## src/sv/sipc_pkg.sv

```systemverilog
// ----------------------------------------------------------------------------
// sipc_pkg
// Types and constants shared by the scanline irq prescaled counter modules.
// ----------------------------------------------------------------------------
package sipc_pkg;

    typedef enum logic [1:0] {
        FUNC_WRITE = 2'd0,
        FUNC_CPU   = 2'd1,
        FUNC_PPU   = 2'd2,
        FUNC_NONE  = 2'd3
    } func_t;

    typedef enum logic [1:0] {
        SRC_CPU   = 2'd0,
        SRC_A12   = 2'd1,
        SRC_NONE2 = 2'd2,
        SRC_NONE3 = 2'd3
    } clk_src_t;

    localparam logic [15:0] ADDR_MASK       = 16'hF007;
    localparam logic [15:0] REG_IRQ_CTRL    = 16'hC000;
    localparam logic [15:0] REG_MODE        = 16'hC001;
    localparam logic [15:0] REG_IRQ_OFF     = 16'hC002;
    localparam logic [15:0] REG_IRQ_ON      = 16'hC003;
    localparam logic [15:0] REG_PRESCALE    = 16'hC004;
    localparam logic [15:0] REG_COUNTER     = 16'hC005;
    localparam logic [15:0] REG_KEY         = 16'hC006;
    localparam logic [15:0] REG_ODD_WORD    = 16'hC007;

    localparam int unsigned A12_BIT         = 12;
    localparam logic [7:0]  COUNT_TOP       = 8'hFF;
    localparam logic [2:0]  SHORT_TOP       = 3'h7;

    typedef struct packed {
        logic [1:0]  func;
        logic [15:0] access_address;
        logic [7:0]  write_data;
    } item_t;

    typedef struct packed {
        logic       irq_request;
        logic [7:0] counter_now;
        logic [7:0] prescaler_now;
    } result_t;

    // counting mode bits seen by the tick logic
    typedef struct packed {
        logic short_prescale;
        logic count_down_on;
        logic count_up_on;
    } ctrl_t;

endpackage

```

## src/sv/sipc_tick.sv

```systemverilog
// ----------------------------------------------------------------------------
// sipc_tick
// One prescaler clock: advances the prescaler and, when it reaches its top,
// steps the up/down counter, flagging a reload when the counter wraps.
// ----------------------------------------------------------------------------
module sipc_tick (
    input  sipc_pkg::ctrl_t ctrl,
    input  logic [7:0]      prescale,
    input  logic [7:0]      count,
    output logic [7:0]      prescale_out,
    output logic [7:0]      count_out,
    output logic            reload
);

    logic [2:0] low_inc;
    logic [7:0] full_inc;
    logic [7:0] count_dec;
    logic [7:0] count_inc;
    logic       count_tick;

    assign low_inc   = prescale[2:0] + 3'd1;
    assign full_inc  = prescale + 8'd1;
    assign count_dec = count - 8'd1;
    assign count_inc = count + 8'd1;

    always_comb
    begin
        if (ctrl.short_prescale)
        begin
            prescale_out = {prescale[7:3], low_inc};
            count_tick   = (low_inc == sipc_pkg::SHORT_TOP);
        end
        else
        begin
            prescale_out = full_inc;
            count_tick   = (full_inc == sipc_pkg::COUNT_TOP);
        end

        count_out = count;
        reload    = 1'b0;
        if (count_tick)
        begin
            if (ctrl.count_down_on && !ctrl.count_up_on)
            begin
                if (count_dec == 8'd0)
                begin
                    count_out = sipc_pkg::COUNT_TOP;
                    reload    = 1'b1;
                end
                else
                begin
                    count_out = count_dec;
                end
            end
            else if (ctrl.count_up_on && !ctrl.count_down_on)
            begin
                if (count_inc == sipc_pkg::COUNT_TOP)
                begin
                    count_out = 8'd0;
                    reload    = 1'b1;
                end
                else
                begin
                    count_out = count_inc;
                end
            end
        end
    end

endmodule

```

## src/sv/sipc_engine.sv

```systemverilog
// ----------------------------------------------------------------------------
// sipc_engine
// Holds the irq counter state, decodes register writes and clock events of
// one request and gives the result that follows from it.
// ----------------------------------------------------------------------------
module sipc_engine (
    input  logic              clk,
    input  logic              rst_n,
    input  logic              fire,
    input  sipc_pkg::item_t   item,
    output sipc_pkg::result_t result
);

    logic [7:0]          prescale_reg,  prescale_next;
    logic [7:0]          count_reg,     count_next;
    logic [7:0]          key_reg,       key_next;
    logic                irq_en_reg,    irq_en_next;
    logic                pending_reg,   pending_next;
    sipc_pkg::ctrl_t     ctrl_reg,      ctrl_next;
    sipc_pkg::clk_src_t  src_reg,       src_next;
    logic                a12_reg,       a12_next;

    logic                tick;
    logic                level;
    logic [7:0]          tick_prescale;
    logic [7:0]          tick_count;
    logic                tick_reload;

    sipc_tick u_tick (
        .ctrl         (ctrl_reg),
        .prescale     (prescale_reg),
        .count        (count_reg),
        .prescale_out (tick_prescale),
        .count_out    (tick_count),
        .reload       (tick_reload)
    );

    assign level = item.access_address[sipc_pkg::A12_BIT];

    always_comb
    begin
        prescale_next = prescale_reg;
        count_next    = count_reg;
        key_next      = key_reg;
        irq_en_next   = irq_en_reg;
        pending_next  = pending_reg;
        ctrl_next     = ctrl_reg;
        src_next      = src_reg;
        a12_next      = a12_reg;
        tick          = 1'b0;

        if (fire)
        begin
            case (sipc_pkg::func_t'(item.func))
                sipc_pkg::FUNC_WRITE:
                begin
                    // odd mode registers have no effect and are not kept
                    unique case (item.access_address & sipc_pkg::ADDR_MASK)
                        sipc_pkg::REG_IRQ_CTRL:
                        begin
                            irq_en_next = item.write_data[0];
                            if (!item.write_data[0])
                            begin
                                pending_next = 1'b0;
                            end
                        end
                        sipc_pkg::REG_MODE:
                        begin
                            ctrl_next.count_down_on  = item.write_data[7];
                            ctrl_next.count_up_on    = item.write_data[6];
                            ctrl_next.short_prescale = item.write_data[2];
                            src_next = sipc_pkg::clk_src_t'(item.write_data[1:0]);
                        end
                        sipc_pkg::REG_IRQ_OFF:
                        begin
                            irq_en_next  = 1'b0;
                            pending_next = 1'b0;
                        end
                        sipc_pkg::REG_IRQ_ON:
                        begin
                            irq_en_next = 1'b1;
                        end
                        sipc_pkg::REG_PRESCALE:
                        begin
                            prescale_next = item.write_data ^ key_reg;
                        end
                        sipc_pkg::REG_COUNTER:
                        begin
                            count_next = item.write_data ^ key_reg;
                        end
                        sipc_pkg::REG_KEY:
                        begin
                            key_next = item.write_data;
                        end
                        default:
                        begin
                        end
                    endcase
                end
                sipc_pkg::FUNC_CPU:
                begin
                    tick = (src_reg == sipc_pkg::SRC_CPU);
                end
                sipc_pkg::FUNC_PPU:
                begin
                    if (src_reg == sipc_pkg::SRC_A12)
                    begin
                        a12_next = level;
                        tick     = level && !a12_reg;
                    end
                end
                default:
                begin
                end
            endcase

            if (tick)
            begin
                prescale_next = tick_prescale;
                count_next    = tick_count;
                if (tick_reload && irq_en_reg)
                begin
                    pending_next = 1'b1;
                end
            end
        end
    end

    assign result.irq_request   = pending_next;
    assign result.counter_now   = count_next;
    assign result.prescaler_now = prescale_next;

    always_ff @(posedge clk or negedge rst_n)
    begin
        if (!rst_n)
        begin
            prescale_reg <= 8'd0;
            count_reg    <= 8'd0;
            key_reg      <= 8'd0;
            irq_en_reg   <= 1'b0;
            pending_reg  <= 1'b0;
            ctrl_reg     <= '0;
            src_reg      <= sipc_pkg::SRC_CPU;
            a12_reg      <= 1'b0;
        end
        else
        begin
            prescale_reg <= prescale_next;
            count_reg    <= count_next;
            key_reg      <= key_next;
            irq_en_reg   <= irq_en_next;
            pending_reg  <= pending_next;
            ctrl_reg     <= ctrl_next;
            src_reg      <= src_next;
            a12_reg      <= a12_next;
        end
    end

endmodule

```

## src/sv/scanline_irq_prescaled_counter.sv

```systemverilog
// ----------------------------------------------------------------------------
// scanline_irq_prescaled_counter
// Mapper irq counter with prescaler, key-xored loads and up/down counting.
// ----------------------------------------------------------------------------
// Takes one request per clock while item_stall is low and gives exactly one
// result for each. A request passes through the input register, then the
// result register. The state update for a request happens between those
// registers, so a stall on the result side holds both stages and raises
// item_stall only once the input register is also full.
module scanline_irq_prescaled_counter (
    input  logic              clk,
    input  logic              rst_n,
    input  logic              item_valid,
    output logic              item_stall,
    input  sipc_pkg::item_t   item,
    output logic              result_valid,
    input  logic              result_stall,
    output sipc_pkg::result_t result
);

    logic              in_valid_reg;
    sipc_pkg::item_t   in_item_reg;
    logic              out_valid_reg;
    sipc_pkg::result_t out_reg;

    logic              out_free;
    logic              fire;
    sipc_pkg::result_t engine_result;

    assign out_free   = !out_valid_reg || !result_stall;
    assign fire       = in_valid_reg && out_free;
    assign item_stall = in_valid_reg && !out_free;

    sipc_engine u_engine (
        .clk    (clk),
        .rst_n  (rst_n),
        .fire   (fire),
        .item   (in_item_reg),
        .result (engine_result)
    );

    always_ff @(posedge clk or negedge rst_n)
    begin
        if (!rst_n)
        begin
            in_valid_reg  <= 1'b0;
            out_valid_reg <= 1'b0;
        end
        else
        begin
            if (!item_stall)
            begin
                in_valid_reg <= item_valid;
            end
            if (out_free)
            begin
                out_valid_reg <= fire;
            end
        end
    end

    always_ff @(posedge clk)
    begin
        if (!item_stall && item_valid)
        begin
            in_item_reg <= item;
        end
        if (fire)
        begin
            out_reg <= engine_result;
        end
    end

    assign result_valid = out_valid_reg;
    assign result       = out_reg;

endmodule

```

## config.mk

```make
export PLATFORM = sky130hd
export DESIGN_NAME = scanline_irq_prescaled_counter
export DESIGN_NICKNAME = d
export VERILOG_FILES = /design/src/sv/sipc_pkg.sv /design/src/sv/sipc_tick.sv /design/src/sv/sipc_engine.sv /design/src/sv/scanline_irq_prescaled_counter.sv
export SDC_FILE = /design/constraint.sdc
export NUM_CORES = 1
export LEC_CHECK = 0
export BUFFER_PORTS_ARGS = -buffer_cell sky130_fd_sc_hd__clkbuf_2
export CAP_MARGIN = 20
export CORE_ASPECT_RATIO = 1.5
export CORE_MARGIN = 8
export CORE_UTILIZATION = 54
export DETAILED_ROUTE_END_ITERATION = 7
export PLACE_DENSITY = 0.75
export SLEW_MARGIN = 20
export SYNTH_ARGS = -nofsm -noshare
export SYNTH_HDL_FRONTEND = slang
export SYNTH_SLANG_ARGS = --single-unit
```

## constraint.sdc

```tcl
create_clock -name clk -period 3.1 [get_ports clk]
set_input_delay 0.465 -clock clk [delete_from_list [all_inputs] [get_ports clk]]
set_output_delay 0.465 -clock clk [all_outputs]
set_load 0.03 [all_outputs]
```

==> summary.md <==
| Metric | Value |
|---|---|
| Switching power | 771 uW |
| Num CTS Buffers | 9 |
| Slew of the pin with the lowest slew margin | 0.867 ns |
| Dominant cell type by area after synthesis | edfxtp_1 |
| Synth-to-Final Area Change | 14.2% |
| FMAX | 0.368 GHz |
| YS warnings | 0 |
| Post-Route Setup TNS | 0 ns |
| Synthesized netlist cell count | 340 |
| # H-tree levels | 3 |
| Static Leak | about 0.0017 uW |
| Power per cell area | 608 nW/um^2 |
| Average size of a mapped cell | 10.9 sq um |
| Number of synthesized flops with an enable pin | 34 |
| First-pass GRT wire length | 13600 um |
| Sequential cell area fraction in the yosys report | 50.4% |
| Switch share | 29.9% |
| Post CTS Setup Buffer Count | 0 |
| Flop pwr share | 46.3% |
| Area of the die | 9840 sq um |
| Critical Path Fanout Max | 9 |
| Leading cell type in the layout, fill and taps excluded | clkbuf_2 |
| Final Setup Violations | 0 |
| Most frequent cells in the layout | clkbuf_2, edfxtp_1, dfrtp_1, nand2_1, a21oi_1 |
| Root buffer cell | clkbuf_8 |
| DRC | 0 |
| Clk_skew | around 0.013 ns |
| CP Data Required Time | ~3.2 ns |
| Endpoints failing hold | 0 |
| Final net count | 423 |
| Max_slew headroom | 42.2% |
| Die Width | between 80 and 90 um |
| Max_cap viols | 0 |
| Total wire length | 8330 um |
| Critical path arrival | 2.78 ns |
| WL/cell | 17.8 um |
| Share of layout cells above drive strength 1 | 22.9% |
| Via count | 2884 |
| FF+latch count, synth | 68 |
| Largest net degree at the start of global routing | 35 |
| Cell Area, Placed | 4000 sq um |
| Fin crit share | 87.7% |
| N_diodes | 0 |
| Area of the core | 6760 sq um |
| Clk_lat worst skew | 0.34 ns |
| Starting density of the core | 54.9% |
| Vias in the first global route | 2932 |
| FF-to-FF setup slack | 0.38 ns |
| Row cnt | 37 |
| Post-synth net total | 379 |
| Netlist cell types | 64 |
| IO Port Bufs | 39 |
| First-pass DRT Iterations | 4 |
| 1st-iter DRT viols | 165 |
| CTS resizes | 0 |
| Die Y-Extent | between 100 and 150 um |
| Post-DRT Antenna Nets | 0 |
| Final-report max-slew violation count | 0 |
| Outcome | complete, no violations |
| Routability cong. | 0.941 |
| Via/cell ratio | 6.18 |
| Post-CTS Hold Buffers | 0 |
| TritonCTS Sinks | roughly 70 |
| CTS tree | built |
| R2R Path End | result[11]$_DFFE_PP_ |
| Unrepaired setup endpoints after global routing | false |
| Startpoint types | flop |
| IO Count | a little under 50 |
| CTS max path bufs | 2 |
| Max IR drop VDD | roughly 0.68 mV |
| Power share of the combinational group | between 20% and 30% |
| RR Startpoint | u_engine.count_reg[0]$_DFF_PN0_ |
| Clock network fraction of total power | 33.5% |
| Antenna violations before repair | 0 |
| Grt ovf | 0 |
| Async set-or-reset flop fraction in the synthesized netlist | 50.0% |
| Fin area | between 4000 and 5000 sq um |
| Total global-route track usage | 17.2% |
| Cell Int Power | between 1500 and 2000 uW |
| Min-Delay Path Class | in -> async |
| Yosys top cell area share | between 20% and 30% |
| Ys flop type | edfxtp_1 |
| Top cells by area, synth | edfxtp_1, dfrtp_1, mux2_2, a21oi_1, ha_1 |
| Final min period | 2.72 ns |
| CP endpoint kind | flop |
| Fillers | 537 |
| Reg clk slew, reported paths | 0.08 ns |
| Detailed placement HPWL | 6200 um |
| Mapped cell area | 3710 sq um |
| Reg2Reg Depth | 7 |
| Crit Path Category | reg -> reg |
[Yosys cell counts, types with 2 or more instances]
| library cell | count |
|---|---|
| or4_1 | 2 |
| o21ai_1 | 6 |
| nor2b_1 | 6 |
| nor2_1 | 14 |
| nor4_1 | 6 |
| buf_2 | 7 |
| a21o_1 | 3 |
| edfxtp_1 | 34 |
| clkbuf_1 | 7 |
| xnor2_1 | 5 |
| nand4b_1 | 2 |
| o41ai_1 | 4 |
| nand2b_1 | 6 |
| nand4_1 | 5 |
| a211oi_1 | 3 |
| ha_1 | 9 |
| a31oi_1 | 3 |
| o21bai_1 | 2 |
| xor2_1 | 12 |
| mux2_2 | 15 |
| nand2_1 | 25 |
| a22oi_1 | 4 |
| o21ai_0 | 15 |
| o211a_1 | 2 |
| buf_6 | 2 |
| o31ai_1 | 7 |
| and2_1 | 4 |
| a21oi_1 | 24 |
| inv_1 | 11 |
| a311oi_1 | 2 |
| mux2i_1 | 3 |
| o211ai_1 | 2 |
| dfrtp_1 | 34 |
| o22a_1 | 3 |
| nor3_1 | 7 |
| o22ai_1 | 6 |
| nand3_1 | 11 |
[power groups by stage]
stage	Sequential, uW	Combinational (uW)	Clock (uW)
6_report	1190	520	862
3_5_place_dp	1210	520	0
2_1_floorplan	1220	343	0
3_3_place_gp	1200	504	0
4_1_cts	1190	523	883
5_1_grt	1210	575	921
[metrics by stage]
stage / setup WS, ns / total power [uW] / utilization, % / std cells / hold slack [ns]
2_1_floorplan: 0.598 / 1570 / - / 340 / 0.169
3_3_place_gp: 0.487 / 1700 / 59.2 / 451 / 0.475
3_5_place_dp: 0.430 / 1720 / 59.2 / 451 / 0.496
4_1_cts: 0.401 / 2600 / 62.7 / 467 / 0.244
5_1_grt: 0.223 / 2700 / 62.7 / 467 / 0.270
6_report: 0.380 / 2570 / 62.7 / 467 / 0.220
[layout make-up]
type	instances	area, sq um	area share, %
inverter	11	41.3	0.975
clock inverter	7	114	2.69
tap	78	97.6	2.30
timing repair buffer	50	278	6.56
sequential	68	1870	44.2
clock buffer	9	124	2.92
multi-input combinational	244	1710	40.4
[layer usage]
layer	wire length [um]	global-route usage (%)	part of all wire, %
met1	3170	17.0	38
met2	4500	30.7	54
met3	324	4.64	3.9
met4	331	10.4	4.0
met5	0	0	0
[how the worst max path moves through the flow]
stage	startpoint	endpoint	slack (ns)	cells after the start
floorplan	result_valid$_DFFE_PN0N_	result[12]$_DFFE_PP_	0.60	7
global placement	u_engine.count_reg[0]$_DFF_PN0_	result[11]$_DFFE_PP_	0.49	7
finish	u_engine.count_reg[0]$_DFF_PN0_	result[11]$_DFFE_PP_	0.38	7
CTS	u_engine.count_reg[0]$_DFF_PN0_	result[11]$_DFFE_PP_	0.40	8
detailed placement	u_engine.count_reg[0]$_DFF_PN0_	result[11]$_DFFE_PP_	0.43	8
global route	u_engine.count_reg[0]$_DFF_PN0_	result[11]$_DFFE_PP_	0.22	8
[critical path: stages, from the launching register on]
cell and delay [ns]:
dfrtp_1 0.50, ha_1 0.33, nand3_2 0.13, or3_4 0.38, a211oi_4 0.43, nor3_1 0.08
nor4_1 0.43, o31ai_1 0.17
[cell families (layout without fill, tap and decap cells)]
family / count (synthesis) / count (layout) / synth area share (%)
xor+xnor: 18 / 18 / 4.45
flops: 68 / 68 / 50.4
mux: 18 / 18 / 5.36
fa+ha+maj: 9 / 9 / 3.03
compound gates: 95 / 95 / 17.1
simple gates: 104 / 104 / 16.2
buf+inv: 28 / 77 / 3.47
Power figures use the tool's default switching activity.
